### src/rtl/dirty_row_run_to_rects_core_assert.svh
// Assertion macros shared by the dirty row run coalescing RTL.
// Clock and active-low reset are passed in by the user of each macro.
`ifndef DIRTY_ROW_RUN_TO_RECTS_CORE_ASSERT_SVH
`define DIRTY_ROW_RUN_TO_RECTS_CORE_ASSERT_SVH

// Same-cycle implication.
`define DRRR_ASSERT_IMPLIES(label, clk, rst_n, ante, cons) \
	label: assert property (@(posedge clk) disable iff (!rst_n) (ante) |-> (cons)) \
		else $error("drrr assertion failed");

// Next-cycle implication.
`define DRRR_ASSERT_NEXT(label, clk, rst_n, ante, cons) \
	label: assert property (@(posedge clk) disable iff (!rst_n) (ante) |=> (cons)) \
		else $error("drrr assertion failed");

`endif

### src/rtl/drrr_pkg.sv
// Package for the dirty row run coalescing core: field widths, register
// indexes and the run descriptor passed from the merge stage. No dependencies.
`timescale 1ns / 1ps
package drrr_pkg;

	localparam int DIRTY_W  = 20;  // dirty flags carried by one row
	localparam int ROW_W    = 5;
	localparam int COL_W    = 5;   // column index and run length
	localparam int CFG_W    = 8;
	localparam int CFG_IDX_W = 1;
	localparam int X_W      = 13;
	localparam int Y_W      = 12;
	localparam int H_W      = 7;
	localparam int IN_DATA_W  = 32;
	localparam int OUT_DATA_W = 48;

	localparam logic [CFG_IDX_W-1:0] REG_BLOCK_WIDTH  = 1'd0;
	localparam logic [CFG_IDX_W-1:0] REG_BLOCK_HEIGHT = 1'd1;

	typedef struct packed {
		logic [COL_W-1:0] start;
		logic [COL_W-1:0] len;
		logic             last;
	} run_t;

endpackage

### src/rtl/drrr_lane.sv
// One column lane: flags whether a dirty run opens or closes at this column.
// Depends on nothing; neighbour flags are tied low at the row edges.
`timescale 1ns / 1ps
module drrr_lane (
	input  logic dirty,
	input  logic left_dirty,
	input  logic right_dirty,
	output logic run_open,
	output logic run_close
);

	assign run_open  = dirty & ~left_dirty;
	assign run_close = dirty & ~right_dirty;

endmodule

### src/rtl/drrr_merge.sv
// Merge stage: holds the open/close masks of one row and hands out its runs,
// lowest column first, one per transaction. Depends on drrr_pkg and dirty_row_run_to_rects_core_assert.svh.
`timescale 1ns / 1ps
`include "dirty_row_run_to_rects_core_assert.svh"
module drrr_merge
	import drrr_pkg::*;
#(
	parameter int NCOL = 20
) (
	input  logic            clk,
	input  logic            arst_n,
	input  logic            load,
	input  logic [NCOL-1:0] open_mask,
	input  logic [NCOL-1:0] close_mask,
	output logic            ready,
	output logic            run_valid,
	input  logic            take,
	output run_t            run
);

	logic            valid_s1;
	logic [NCOL-1:0] open_s1;
	logic [NCOL-1:0] close_s1;
	logic [NCOL-1:0] open_nxt;
	logic [NCOL-1:0] close_nxt;
	logic [COL_W-1:0] open_idx;
	logic [COL_W-1:0] close_idx;

	// Lowest set bit of each mask; the first close always belongs to the first open.
	always_comb begin
		open_idx  = '0;
		close_idx = '0;
		for (int i = NCOL - 1; i >= 0; i--) begin
			if (open_s1[i]) begin
				open_idx = COL_W'(i);
			end
			if (close_s1[i]) begin
				close_idx = COL_W'(i);
			end
		end
	end

	assign open_nxt  = open_s1 & (open_s1 - 1'b1);
	assign close_nxt = close_s1 & (close_s1 - 1'b1);

	assign run.start = open_idx;
	assign run.len   = close_idx - open_idx + 1'b1;
	assign run.last  = (open_nxt == '0);

	assign run_valid = valid_s1;
	assign ready     = ~valid_s1 | (take & run.last);

	always_ff @(posedge clk or negedge arst_n) begin
		if (!arst_n) begin
			valid_s1 <= 1'b0;
		end else if (load) begin
			valid_s1 <= 1'b1;
		end else if (take & run.last) begin
			valid_s1 <= 1'b0;
		end
	end

	always_ff @(posedge clk) begin
		if (load) begin
			open_s1  <= open_mask;
			close_s1 <= close_mask;
		end else if (take) begin
			open_s1  <= open_nxt;
			close_s1 <= close_nxt;
		end
	end

	`DRRR_ASSERT_IMPLIES(a_masks_pair, clk, arst_n, valid_s1,
		$countones(open_s1) == $countones(close_s1))
	`DRRR_ASSERT_IMPLIES(a_held_row_nonempty, clk, arst_n, valid_s1, open_s1 != '0)
	`DRRR_ASSERT_NEXT(a_last_run_frees, clk, arst_n, take & run.last & ~load, !valid_s1)

endmodule

### src/rtl/dirty_row_run_to_rects_core.sv
// Top level of the dirty row run coalescing core: input stream, register
// port, column lanes, merge stage and output register. Depends on drrr_pkg, drrr_lane and drrr_merge.
`timescale 1ns / 1ps
// Use:
//   s_axis carries one strip row per transaction: row index and one dirty
//   flag per block column. m_axis returns one update rectangle per maximal
//   run of dirty columns, left to right, tlast on the row's final rectangle.
//   The cfg channel writes block_width (index 0) and block_height (index 1);
//   it is always ready and is to be written only while the core is idle.
// Flow:
//   The first rectangle of a row is registered in the merge stage, then in
//   the output register once that register is free. Rectangles leave at
//   one per cycle while m_axis_tready is high, as the merge stage hands out
//   one run per take; a row holds the merge stage until all its runs (at
//   most 10 for 20 columns) have moved on, and the next row is taken in the
//   cycle its predecessor's last run moves to the output register. Rows with
//   no dirty column or off the screen are accepted and give nothing.
// Reset:
//   arst_n clears all valid flags at once and loads both block sizes to 40.
// Stall:
//   While m_axis_tready is low the output register holds its rectangle, the
//   merge stage holds its row, and s_axis_tready stays low once both are full.
module dirty_row_run_to_rects_core
	import drrr_pkg::*;
#(
	parameter int COLUMNS = 20,
	parameter int ROWS    = 25
) (
	input  logic                  clk,
	input  logic                  arst_n,
	// row_index [4:0], dirty_bits [24:5], zero fill [31:25]
	input  logic [IN_DATA_W-1:0]  s_axis_tdata,
	input  logic                  s_axis_tvalid,
	output logic                  s_axis_tready,
	// rect_x [12:0], rect_y [24:13], rect_w [37:25], rect_h [44:38], zero fill [47:45]
	output logic [OUT_DATA_W-1:0] m_axis_tdata,
	output logic                  m_axis_tlast,
	output logic                  m_axis_tvalid,
	input  logic                  m_axis_tready,
	input  logic                  cfg_valid,
	output logic                  cfg_ready,
	input  logic [CFG_IDX_W-1:0]  cfg_index,
	input  logic [CFG_W-1:0]      cfg_data
);

	// Columns past the dirty field or past the screen edge never take part.
	localparam int NCOL = (COLUMNS < DIRTY_W) ? COLUMNS : DIRTY_W;

	logic [CFG_W-1:0]   block_width_q;
	logic [CFG_W-1:0]   block_height_q;

	logic [ROW_W-1:0]   row;
	logic [DIRTY_W-1:0] dirty;
	logic [NCOL-1:0]    open_mask;
	logic [NCOL-1:0]    close_mask;
	logic               row_on_screen;
	logic               in_fire;
	logic               load;
	logic               merge_ready;
	logic               run_valid;
	logic               take;
	run_t               run;
	logic [X_W-1:0]     row_prod;
	logic [X_W-1:0]     x_prod;
	logic [X_W-1:0]     w_prod;

	logic [Y_W-1:0]     y_s1;
	logic [H_W-1:0]     h_s1;

	logic               valid_s2;
	logic [X_W-1:0]     x_s2;
	logic [Y_W-1:0]     y_s2;
	logic [X_W-1:0]     w_s2;
	logic [H_W-1:0]     h_s2;
	logic               last_s2;

	// Register port: always ready, write on the transaction.
	assign cfg_ready = 1'b1;

	always_ff @(posedge clk or negedge arst_n) begin
		if (!arst_n) begin
			block_width_q  <= CFG_W'(40);
			block_height_q <= CFG_W'(40);
		end else if (cfg_valid) begin
			unique case (cfg_index)
				REG_BLOCK_WIDTH:  block_width_q  <= cfg_data;
				REG_BLOCK_HEIGHT: block_height_q <= cfg_data;
				default: ;
			endcase
		end
	end

	// Unpack the row transaction.
	assign row   = s_axis_tdata[ROW_W-1:0];
	assign dirty = s_axis_tdata[ROW_W +: DIRTY_W];

	// One lane per live column, each looking at its two neighbours.
	for (genvar c = 0; c < NCOL; c++) begin : g_lane
		logic left_d;
		logic right_d;
		if (c == 0) begin : g_left_edge
			assign left_d = 1'b0;
		end else begin : g_left_inner
			assign left_d = dirty[c-1];
		end
		if (c == NCOL - 1) begin : g_right_edge
			assign right_d = 1'b0;
		end else begin : g_right_inner
			assign right_d = dirty[c+1];
		end
		drrr_lane u_lane (
			.dirty       (dirty[c]),
			.left_dirty  (left_d),
			.right_dirty (right_d),
			.run_open    (open_mask[c]),
			.run_close   (close_mask[c])
		);
	end

	// Off-screen and clean rows are accepted and dropped here.
	assign row_on_screen = ({{(32-ROW_W){1'b0}}, row} < 32'(ROWS));
	assign s_axis_tready = merge_ready;
	assign in_fire       = s_axis_tvalid & s_axis_tready;
	assign load          = in_fire & row_on_screen & (|open_mask);

	// Strip geometry is fixed for the whole row; compute it once on entry.
	assign row_prod = {{(X_W-CFG_W){1'b0}}, block_height_q} * {{(X_W-ROW_W){1'b0}}, row};

	always_ff @(posedge clk) begin
		if (load) begin
			y_s1 <= row_prod[Y_W:1];
			h_s1 <= block_height_q[CFG_W-1:1];
		end
	end

	drrr_merge #(
		.NCOL (NCOL)
	) u_merge (
		.clk        (clk),
		.arst_n     (arst_n),
		.load       (load),
		.open_mask  (open_mask),
		.close_mask (close_mask),
		.ready      (merge_ready),
		.run_valid  (run_valid),
		.take       (take),
		.run        (run)
	);

	// Advance a run into the output register whenever that register frees up.
	assign take   = run_valid & (~valid_s2 | m_axis_tready);
	assign x_prod = {{(X_W-CFG_W){1'b0}}, block_width_q} * {{(X_W-COL_W){1'b0}}, run.start};
	assign w_prod = {{(X_W-CFG_W){1'b0}}, block_width_q} * {{(X_W-COL_W){1'b0}}, run.len};

	always_ff @(posedge clk or negedge arst_n) begin
		if (!arst_n) begin
			valid_s2 <= 1'b0;
		end else if (take) begin
			valid_s2 <= 1'b1;
		end else if (m_axis_tready) begin
			valid_s2 <= 1'b0;
		end
	end

	always_ff @(posedge clk) begin
		if (take) begin
			x_s2    <= x_prod;
			y_s2    <= y_s1;
			w_s2    <= w_prod;
			h_s2    <= h_s1;
			last_s2 <= run.last;
		end
	end

	assign m_axis_tvalid = valid_s2;
	assign m_axis_tlast  = last_s2;
	assign m_axis_tdata  = {{(OUT_DATA_W-2*X_W-Y_W-H_W){1'b0}}, h_s2, w_s2, y_s2, x_s2};

endmodule
### config.mk
export PLATFORM = sky130hd
export DESIGN_NAME = dirty_row_run_to_rects_core
export DESIGN_NICKNAME = d
export VERILOG_FILES = /design/src/rtl/drrr_pkg.sv /design/src/rtl/drrr_lane.sv /design/src/rtl/drrr_merge.sv /design/src/rtl/dirty_row_run_to_rects_core.sv
export VERILOG_INCLUDE_DIRS = /design/src /design/src/rtl
export SDC_FILE = /design/constraint.sdc
export NUM_CORES = 1
export LEC_CHECK = 0
export BUFFER_PORTS_ARGS = -buffer_cell sky130_fd_sc_hd__buf_2
export CELL_PAD_IN_SITES_DETAIL_PLACEMENT = 0
export CELL_PAD_IN_SITES_GLOBAL_PLACEMENT = 1
export CORE_MARGIN = 2
export CORE_UTILIZATION = 44
export CTS_BUF_LIST = sky130_fd_sc_hd__clkbuf_4
export DETAILED_ROUTE_END_ITERATION = 8
export PLACE_DENSITY_LB_ADDON = 0.25
export SLEW_MARGIN = 20
export SYNTH_ARGS = -nofsm -noshare
export SYNTH_HDL_FRONTEND = slang
export SYNTH_SLANG_ARGS = --single-unit
### constraint.sdc
create_clock -name clk -period 7.23 [get_ports clk]
set_clock_uncertainty 0.1 [all_clocks]
set_input_delay 1.0845 -clock clk [delete_from_list [all_inputs] [get_ports clk]]
set_output_delay 1.0845 -clock clk [all_outputs]
set_load 0.1 [all_outputs]
# == Word-level counts from Yosys, hierarchy flattened ==
# Cells that the tools add are included.
# totals
ff_bits,123
inputBits,46
output_inout_bits,52
elab_cells,146
# op_classes
addsub,4
multipliers,3
n_lt_le_gt_ge,1
mux,48
bitwise,70
reduce_logical,7
# op_table
op,count
5-bit two-way mux,40
20-bit two-way mux,4
1-bit bitwise AND,43
20-bit bitwise AND,2
"20-bit by 1-bit subtractor with 20-bit output, second input constant",2
8-bit by 5-bit multiplier with 13-bit output,3
1-bit NOT,23
20-bit zero test,1
20-bit OR reduction,1
2-bit nonzero test,3
"5-bit by 1-bit adder with 5-bit output, second input constant",1
"5-bit < comparator, second input constant",1
5-bit subtractor,1
1-bit two-way mux,4
2-bit AND reduction,2
1-bit bitwise OR,2

# == Longest topological paths before layout ==
# Gate-level depths: netlist of run 1.
# logic_depth
ltp_word,23
ltp_mapped,29
ltp_nobuf,29

# == Modules after synthesis ==
# Synthesis of run 1 repeated with hierarchy kept, for this count alone.
# hier_totals
hier_cells,902
area_unflattened_um2,9560.4
# modules_own_cells
mod,instances,cells_per_inst,area_per_inst_um2,seq_area_each_um2
dirty_row_run_to_rects_core,1,553,6278.5,2382.3
drrr_merge,1,309,2731.4,1226.2
drrr_lane,20,2,27.5,0.0

# == Worst setup path before layout of run 1 ==
# Ideal clock, no wire load.
# synth_path
kind,reg-to-reg
from,register u_merge.open_s1[9]
to,register w_s2[12] (data pin)
setup_time_ps,158
t_arrival_ps,6885
required_time_ps,6972
setup_slack_ps,87
stages_incl_launch_ff,27
n_path_buf,2
synth_period_minus_slack_ps,7143
path_cell_list,edfxtp_1 > clkbuf_1 > or4_1 > o21ai_0 > and2_1 > clkbuf_1 > inv_1 > ha_1 > ha_1 > a21o_1 > a21oi_1 > xor2_1 > xnor2_1 > xnor2_1 > nand2_1 > fa_1 > fa_1 > fa_1 > inv_1 > ha_1 > a21o_1 > a21oi_1 > nor2b_1 > o21a_1 > o41ai_1 > or4b_2 > o211ai_1
# synth_between
elab_chain_cells,13
# synth_rtl
item,line,rtl
"start, declared",drrr_merge.sv:22,logic [NCOL-1:0] open_s1;
"start signal, assigned",drrr_merge.sv:65,open_s1 <= open_mask;
"start signal, assigned",drrr_merge.sv:68,open_s1 <= open_nxt;
5-bit two-way mux (10 in series),drrr_merge.sv:34,if (open_s1[i]) begin
5-bit subtractor,drrr_merge.sv:47,assign run.len = close_idx - open_idx + 1'b1;
5-bit by 1-bit adder with 5-bit output,drrr_merge.sv:47,
8-bit by 5-bit multiplier with 13-bit output,dirty_row_run_to_rects_core.sv:153,"assign w_prod = {{(X_W-CFG_W){1'b0}}, block_width_q} * {{(X_W-COL_W){1'b0}}, run.len};"
via w_prod[12],dirty_row_run_to_rects_core.sv:65,logic [X_W-1:0] w_prod;
"end signal, assigned",dirty_row_run_to_rects_core.sv:169,w_s2 <= w_prod;
"end, declared",dirty_row_run_to_rects_core.sv:73,logic [X_W-1:0] w_s2;
# The timed path passes the listed nets, and every way through them passes these cells.
# A chain may end at the register's enable or synchronous reset.

# == Worst setup path after layout of run 1 ==
# layout_path
from,register u_merge.open_s1[10]
to,register w_s2[12] (data pin)
# layout_between
elab_chain_cells,14
# layout_rtl
item,line
5-bit two-way mux (11 in series),drrr_merge.sv:34
5-bit subtractor,drrr_merge.sv:47
5-bit by 1-bit adder with 5-bit output,drrr_merge.sv:47
8-bit by 5-bit multiplier with 13-bit output,dirty_row_run_to_rects_core.sv:153
via w_prod[12],dirty_row_run_to_rects_core.sv:65
# The timed path passes the listed nets, and every way through them passes these cells.

==> implementation parameters, run 1 <==
Parameter                              Value

Outcome
  Status    finished, final reports clean

Die
  Die Area    roughly 22,000 um2
  DIE WIDTH    147.8 um
  Floorplan row count    52
  Core box area    20,230 um2
  # IOs    roughly 100
  Vertical extent of the die    147.8 um
  Initial core utilization    0.4495

Global route
  Number of antenna violations at the first check in global routing    1
  Maximum number of pins on one net before global-route repair    47
  Number of global-route vias before repair    between 6,000 and 7,000
  First-pass GRT wire length    around 32,000 um
  Overall routing resource usage    0.1869
  Total congestion overflow after global routing    0

Logic synthesis
  Cell with the most instances after synthesis    sky130_fd_sc_hd__edfxtp_1
  Combined area of all synthesized cells    9095 um2
  Count of unique library cells instantiated by Yosys    55
  Cell type with the highest aggregate area in the netlist    sky130_fd_sc_hd__edfxtp_1
  Seq cells post-synth    123
  Most used flip-flop cell after synthesis    sky130_fd_sc_hd__edfxtp_1
  Share of the synthesized area in the top cell type    0.3467
  Number of enable flip-flop cells after synthesis    105
  Synth cell count leaders    105 x sky130_fd_sc_hd__edfxtp_1, 85 x sky130_fd_sc_hd__inv_1, 70 x sky130_fd_sc_hd__ha_1, 64 x sky130_fd_sc_hd__nand2_1, 61 x sky130_fd_sc_hd__and2_1
  Sequential-to-total area share from yosys stat    0.3968
  Share of flip-flops with an asynchronous set or reset after synthesis    0.1463
  Mean post-synth cell area    between 10 and 15 um2
  Mapped Cells    858
  Top cells by area, synth    sky130_fd_sc_hd__edfxtp_1 35%, sky130_fd_sc_hd__fa_1 12%, sky130_fd_sc_hd__ha_1 9.6%
  Synthesis warning total    0

Placed design
  Detailed placement HPWL    ~15,000 um
  Weighted congestion at the end of routability-driven global placement    roughly 0.8
  Count of buffers from port buffering    86

Detailed routing
  Violation count after the first detailed-route iteration    about 370
  DRC viols    0
  WL per Instance    15.56 um
  Routed vias    6,548
  First-pass DRT Iterations    4
  Total length of routed wires    roughly 19,000 um
  Via density per instance    5.230
  Antenna Violating Nets Remaining    0

Clocking
  Number of levels the H-tree was split into    4
  Insertion delay of the later-clocked pin in the worst-skew pair    roughly 0.57 ns
  Total clock buffers created by CTS    17
  CTS tree    done
  Bufs on Longest Clock Path    2
  Number of clock sinks    123
  Clock-pin slew on the worst setup and hold paths    between 0.1 and 0.15 ns
  Quantity of hold-fixing buffers added after cts    0
  CTS Root Buffer Type    sky130_fd_sc_hd__clkbuf_4

STA
  Pin slew with the least headroom to its limit    1.075 ns
  RSZ-0062 raised after global routing    yes
  Final setup violation count    0
  Worst Hold Slack    0.3165 ns
  Setup_tns    0 ns
  Worst max-slew margin expressed relative to the limit    0.2809
  Tmin final    6.759 ns
  Final cycle utilization of the critical path    0.9349
  Max-slew violation total from the final report    0
  Final Hold Violating Endpoints    0
  Top achievable clock speed    0.1479 GHz

Finish
  Synthesis-to-finish area growth    14.20%
  Number of nets in the final layout    ~1,100
  Share of final-layout standard cells stronger than drive strength 1    0.1988
  Fraction of the core area covered by cells at the end of the flow    0.5133

Critical path
  Category of the most critical setup path    flop to flop
  Required time worst endpoint    around 7.6 ns
  Nature of the critical path endpoint    flop
  Worst path arrival time    around 7.1 ns
  Critical-path maximum fanout    3
  Startpoint types    flop

Worst hold path
  Classification of the worst-slack hold path    flop to flop

Power
  Cell area power density    between 200 and 300 nW/um2
  Total power of the final layout    between 2000 and 3000 uW
  Peak supply drop    about 0.00014 V
  LEAKAGE    0.004580 uW

Job
  Reported max-cap violation count    0
==> worst max-delay path: stages (launching register included) <==
cell and delay (ns):
sky130_fd_sc_hd__edfxtp_1 0.41, sky130_fd_sc_hd__or4_1 0.58, sky130_fd_sc_hd__o21ai_0 0.35, sky130_fd_sc_hd__and2_1 0.21, sky130_fd_sc_hd__inv_1 0.05, sky130_fd_sc_hd__ha_1 0.31
sky130_fd_sc_hd__ha_1 0.28, sky130_fd_sc_hd__a21o_1 0.18, sky130_fd_sc_hd__a21oi_2 0.14, sky130_fd_sc_hd__xor2_1 0.18, sky130_fd_sc_hd__xnor2_1 0.15, sky130_fd_sc_hd__xnor2_1 0.17
sky130_fd_sc_hd__buf_4 0.16, sky130_fd_sc_hd__and2_1 0.13, sky130_fd_sc_hd__fa_1 0.43, sky130_fd_sc_hd__fa_1 0.55, sky130_fd_sc_hd__inv_1 0.06, sky130_fd_sc_hd__fa_1 0.53
sky130_fd_sc_hd__inv_1 0.06, sky130_fd_sc_hd__ha_4 0.26, sky130_fd_sc_hd__a21oi_4 0.16, sky130_fd_sc_hd__nor2b_1 0.06, sky130_fd_sc_hd__o21a_1 0.21, sky130_fd_sc_hd__o41ai_4 0.32
sky130_fd_sc_hd__or4b_4 0.49, sky130_fd_sc_hd__o211ai_1 0.10
==> layout make-up <==
class / count / area [um2]
diodes: 1 / 2.502
clock buffers: 18 / 135.1
clock inverters: 14 / 171.4
fillers: 1889 / 9848
inverters: 86 / 322.8
multi-input cells: 621 / 5130
flip-flops and latches: 123 / 3608
well taps: 270 / 337.8
repair buffers: 119 / 678.2
==> path summary, 6_finish.rpt <==
check                                     from                end  slack (ns)  cells after the start
max                        u_merge.open_s1[10]           w_s2[12]        0.47                     25
min                                    h_s1[2]            h_s2[2]        0.32                      0
max reg2reg                u_merge.open_s1[10]           w_s2[12]        0.47                     25
min reg2reg                            h_s1[2]            h_s2[2]        0.32                      0
max in group asynchronous               arst_n  block_height_q[3]        6.34                      1
min in group asynchronous               arst_n  block_height_q[2]        0.34                      1
==> metal layers <==
metal / vias up / GRT usage / part of all wire
met5: - / 0 / 0
met3: 22 / 0.02747 / 0.025
li1: 3249 / - / -
met2: 80 / 0.3102 / 0.48
met1: 3197 / 0.2564 / 0.48
met4: 0 / 0.05385 / 0.014
==> cells in the final DEF (no fill, tap or decap), types with 18 or more instances in the layout <==
cell type / n
sky130_fd_sc_hd__ha_1: 67
sky130_fd_sc_hd__buf_4: 33
sky130_fd_sc_hd__inv_1: 85
sky130_fd_sc_hd__and2_1: 60
sky130_fd_sc_hd__nand2_1: 64
sky130_fd_sc_hd__a21oi_1: 26
sky130_fd_sc_hd__o21ai_0: 28
sky130_fd_sc_hd__clkbuf_4: 18
sky130_fd_sc_hd__edfxtp_1: 105
sky130_fd_sc_hd__nand2b_1: 37
sky130_fd_sc_hd__buf_2: 86
sky130_fd_sc_hd__fa_1: 55
sky130_fd_sc_hd__nor2_1: 36
sky130_fd_sc_hd__nand3_1: 23
sky130_fd_sc_hd__xnor2_1: 21
==> power by group <==
| part | switching [uW] | leakage (uW) | internal (uW) |
|---|---|---|---|
| Clock | 293 | 0.000161 | 245 |
| Combinational | 889 | 0.00319 | 528 |
| Sequential | 59.6 | 0.00123 | 907 |
| Total | 1240 | 0.00458 | 1680 |
==> state kept, by name, summed over array words and instances, names as in the netlist <==
register           cells
block_height_q         8
block_width_q          8
h_s1                   7
h_s2                   7
m_axis_tlast           1
m_axis_tvalid          1
u_merge.close_s1      20
u_merge.open_s1       20
u_merge.run_valid      1
w_s2                  13
x_s2                  13
y_s1                  12
y_s2                  12
==> through the flow <==
step	cells	cell area, um2	setup slack [ns]
finish	1252	10390	0.4705
global route	1252	10390	-0.01399
CTS	1247	10280	0.04686
detailed placement	1215	9976	0.06665
global placement	1215	9976	0.1766
floorplan	860	9102	0.08672
==> kinds of logic (layout without fill, tap and decap cells) <==
family,count (synthesis),in the layout,share of synthesized area
XOR/XNOR,26,26,0.02504
multiplexers,22,22,0.02655
flip-flops,123,123,0.3968
AO/OA/AOI/OAI,138,138,0.09960
other,2,5,0.0008257
adder cells (fa/ha/maj),127,127,0.2196
buffers and inverters,116,237,0.05008
AND/OR/NAND/NOR,304,304,0.1816
==> timing repair <==
action / 4_1_cts / 5_1_grt
endpoints found under the setup margin: 0 / 3
endpoints found under the hold margin: 0 / 0
buffers inserted: 0 / 4
resized for setup: 0 / 12
(Power assumes the default switching activity.)
==> run 2, diff against run 1 <==
CELL_PAD_IN_SITES_DETAIL_PLACEMENT = default   (was 0)
CELL_PAD_IN_SITES_GLOBAL_PLACEMENT = default   (was 1)
CORE_UTILIZATION = 56   (was 44)
PLACE_DENSITY = 0.9   (was default)
PLACE_DENSITY_LB_ADDON = default   (was 0.25)
==> run 2 against run 1 <==
Critical path depth down 1. Highest routed layer unchanged. Die area down 21%. Core utilization up 13 points. Worst setup slack worse by 0.13 ns. Register-to-register slack worse by 0.13 ns. Clock power down 13%. Sequential share of layout area up 0.73 points. Hold slack worse by 0.0035 ns. Largest cell class unchanged. Final cell count down 5.4%. Via count up 2.0%.
==> implementation parameters, run 2 (synthesized netlist as in run 1, its figures left out) <==
Parameter                              Value

Detailed routing
  First-pass DRT Iterations    7
  Routed vias    6,682
  WL per Instance    15.59 um
  Antenna Violating Nets Remaining    0
  Via density per instance    5.639
  Total length of routed wires    18,480 um
  Violation count after the first detailed-route iteration    around 550
  DRC viols    0

Clocking
  Insertion delay of the later-clocked pin in the worst-skew pair    roughly 0.57 ns
  Number of clock sinks    123
  Bufs on Longest Clock Path    2
  Total clock buffers created by CTS    17
  CTS Root Buffer Type    sky130_fd_sc_hd__clkbuf_4
  Clock-pin slew on the worst setup and hold paths    ~0.11 ns
  CTS tree    done
  Number of levels the H-tree was split into    4
  Quantity of hold-fixing buffers added after cts    0

Critical path
  CP Launch Point    u_merge.open_s1[11]
  Category of the most critical setup path    flop to flop
  Critical-path maximum fanout    6
  Worst R2R Path Depth    24
  Startpoint types    flop
  Register-to-register setup slack    0.34 ns
  Worst path arrival time    ~7.2 ns
  Crit Reg-Reg Startpoint    u_merge.open_s1[11]
  Termination of the worst setup path    w_s2[12]
  End of the worst register-to-register path    w_s2[12]
  Required time worst endpoint    7.55 ns
  Nature of the critical path endpoint    flop

Power
  LEAKAGE    0.004510 uW
  Cell area power density    279.1 nW/um2
  Peak supply drop    0.0003121 V

STA
  Max-slew violation total from the final report    0
  Top achievable clock speed    around 0.15 GHz
  Final setup violation count    0
  Worst max-slew margin expressed relative to the limit    0.3751
  Tmin final    between 6 and 7 ns
  Pin slew with the least headroom to its limit    between 0.9 and 1 ns
  Final cycle utilization of the critical path    0.9534
  Final Hold Violating Endpoints    0
  Worst Hold Slack    between 0.3 and 0.4 ns
  Setup_tns    0 ns

Global route
  Maximum number of pins on one net before global-route repair    48
  Number of antenna violations at the first check in global routing    1
  Number of global-route vias before repair    6,612
  Total congestion overflow after global routing    0
  Overall routing resource usage    0.2208
  First-pass GRT wire length    30,750 um

Job
  Reported max-cap violation count    0

Finish
  Top flop regs    u_merge.close_s1 (20), u_merge.open_s1 (20)
  Number of nets in the final layout    1,126
  Fillcell total    1,260
  Synthesis-to-finish area growth    11.85%
  Share of final-layout standard cells stronger than drive strength 1    0.1880
  Commonest cells after routing, fill and taps aside    105 x sky130_fd_sc_hd__edfxtp_1, 86 x sky130_fd_sc_hd__buf_2, 85 x sky130_fd_sc_hd__inv_1
  Most frequent standard cell in the layout excluding fill and tap cells    sky130_fd_sc_hd__edfxtp_1

Die
  Initial core utilization    0.5725
  Core box area    15,890 um2
  Vertical extent of the die    131.4 um
  Floorplan row count    46
  DIE WIDTH    131.4 um
  Die Area    17,280 um2
  # IOs    roughly 100

Placed design
  Detailed placement HPWL    13,880 um
  Count of buffers from port buffering    86
  Weighted congestion at the end of routability-driven global placement    0.8945

Outcome
  Status    finished, final reports clean

Worst hold path
  Classification of the worst-slack hold path    primary input to asynchronous set/reset pin
==> run 2: worst max-delay path, stage by stage, from the launching register on <==
cell and delay [ns]:
sky130_fd_sc_hd__edfxtp_1 0.48, sky130_fd_sc_hd__or4_1 0.63, sky130_fd_sc_hd__o21ai_2 0.19, sky130_fd_sc_hd__and2_1 0.16, sky130_fd_sc_hd__inv_1 0.05, sky130_fd_sc_hd__ha_1 0.32, sky130_fd_sc_hd__ha_1 0.29, sky130_fd_sc_hd__a21o_1 0.17
sky130_fd_sc_hd__a21oi_1 0.16, sky130_fd_sc_hd__xor2_1 0.19, sky130_fd_sc_hd__xnor2_1 0.15, sky130_fd_sc_hd__xnor2_1 0.16, sky130_fd_sc_hd__nand2_1 0.11, sky130_fd_sc_hd__fa_1 0.52, sky130_fd_sc_hd__fa_1 0.51, sky130_fd_sc_hd__fa_1 0.55
sky130_fd_sc_hd__inv_1 0.04, sky130_fd_sc_hd__ha_1 0.32, sky130_fd_sc_hd__a21o_1 0.18, sky130_fd_sc_hd__a21oi_2 0.13, sky130_fd_sc_hd__nor2b_1 0.06, sky130_fd_sc_hd__o21a_1 0.18, sky130_fd_sc_hd__o41ai_2 0.34, sky130_fd_sc_hd__or4b_2 0.62
sky130_fd_sc_hd__o211ai_1 0.11
==> run 2: per-layer routing <==
metal	part of all wire	up-vias	global-route usage	wire length (um)
met4	0.030	0	0.08816	556
li1	-	3224	-	-
met1	0.43	3204	0.2793	7941
met5	0	-	0	0
met2	0.49	209	0.3723	9109
met3	0.047	45	0.04630	871
==> run 2: area by class of cell <==
class / count / area (um2) / share of cell area
clock inverters: 13 / 122.6 / 0.01205
well taps: 216 / 270.3 / 0.02657
repair buffers: 106 / 580.6 / 0.05707
clock buffers: 19 / 142.6 / 0.01402
flip-flops and latches: 123 / 3608 / 0.3547
multi-input cells: 621 / 5122 / 0.5036
inverters: 86 / 322.8 / 0.03173
diodes: 1 / 2.502 / 0.0002460
==> run 2: how the worst min path moves through the flow <==
stage                 start          endpoint  slack, ns
floorplan           h_s1[0]           h_s2[0]       0.30
CTS                  arst_n  block_width_q[2]       0.30
global placement    y_s1[6]           y_s2[6]       0.30
global route         arst_n  block_width_q[6]       0.33
finish               arst_n  block_width_q[2]       0.31
detailed placement  y_s1[2]           y_s2[2]       0.30
==> run 2: repair_timing <==
| item | CTS | global route |
|---|---|---|
| setup buffers | 0 | 2 |
| endpoints found under the hold margin | 0 | 0 |
| setup endpoints to repair | 0 | 2 |
| gates resized for setup | 0 | 11 |
==> run 2: where the power goes <==
part	internal, uW	switching (uW)	leakage [uW]
Combinational	519	879	0.00313
Sequential	908	61.9	0.00123
Clock	209	262	0.000154
Total	1640	1200	0.00451
==> run 2: metrics by stage <==
stage                     std cells  total power, uW  setup WS (ns)  instance area (um2)    util
after floorplan                 860             2080        0.08672                 9102       -
after global placement         1150             2273         0.2562                 9826  0.6185
after detailed placement       1150             2316         0.1149                 9826  0.6185
after CTS                      1182             2788        0.09322                10090  0.6352
after global routing           1185             3028       -0.02311                10170  0.6404
final                          1185             2839         0.3372                10170  0.6404
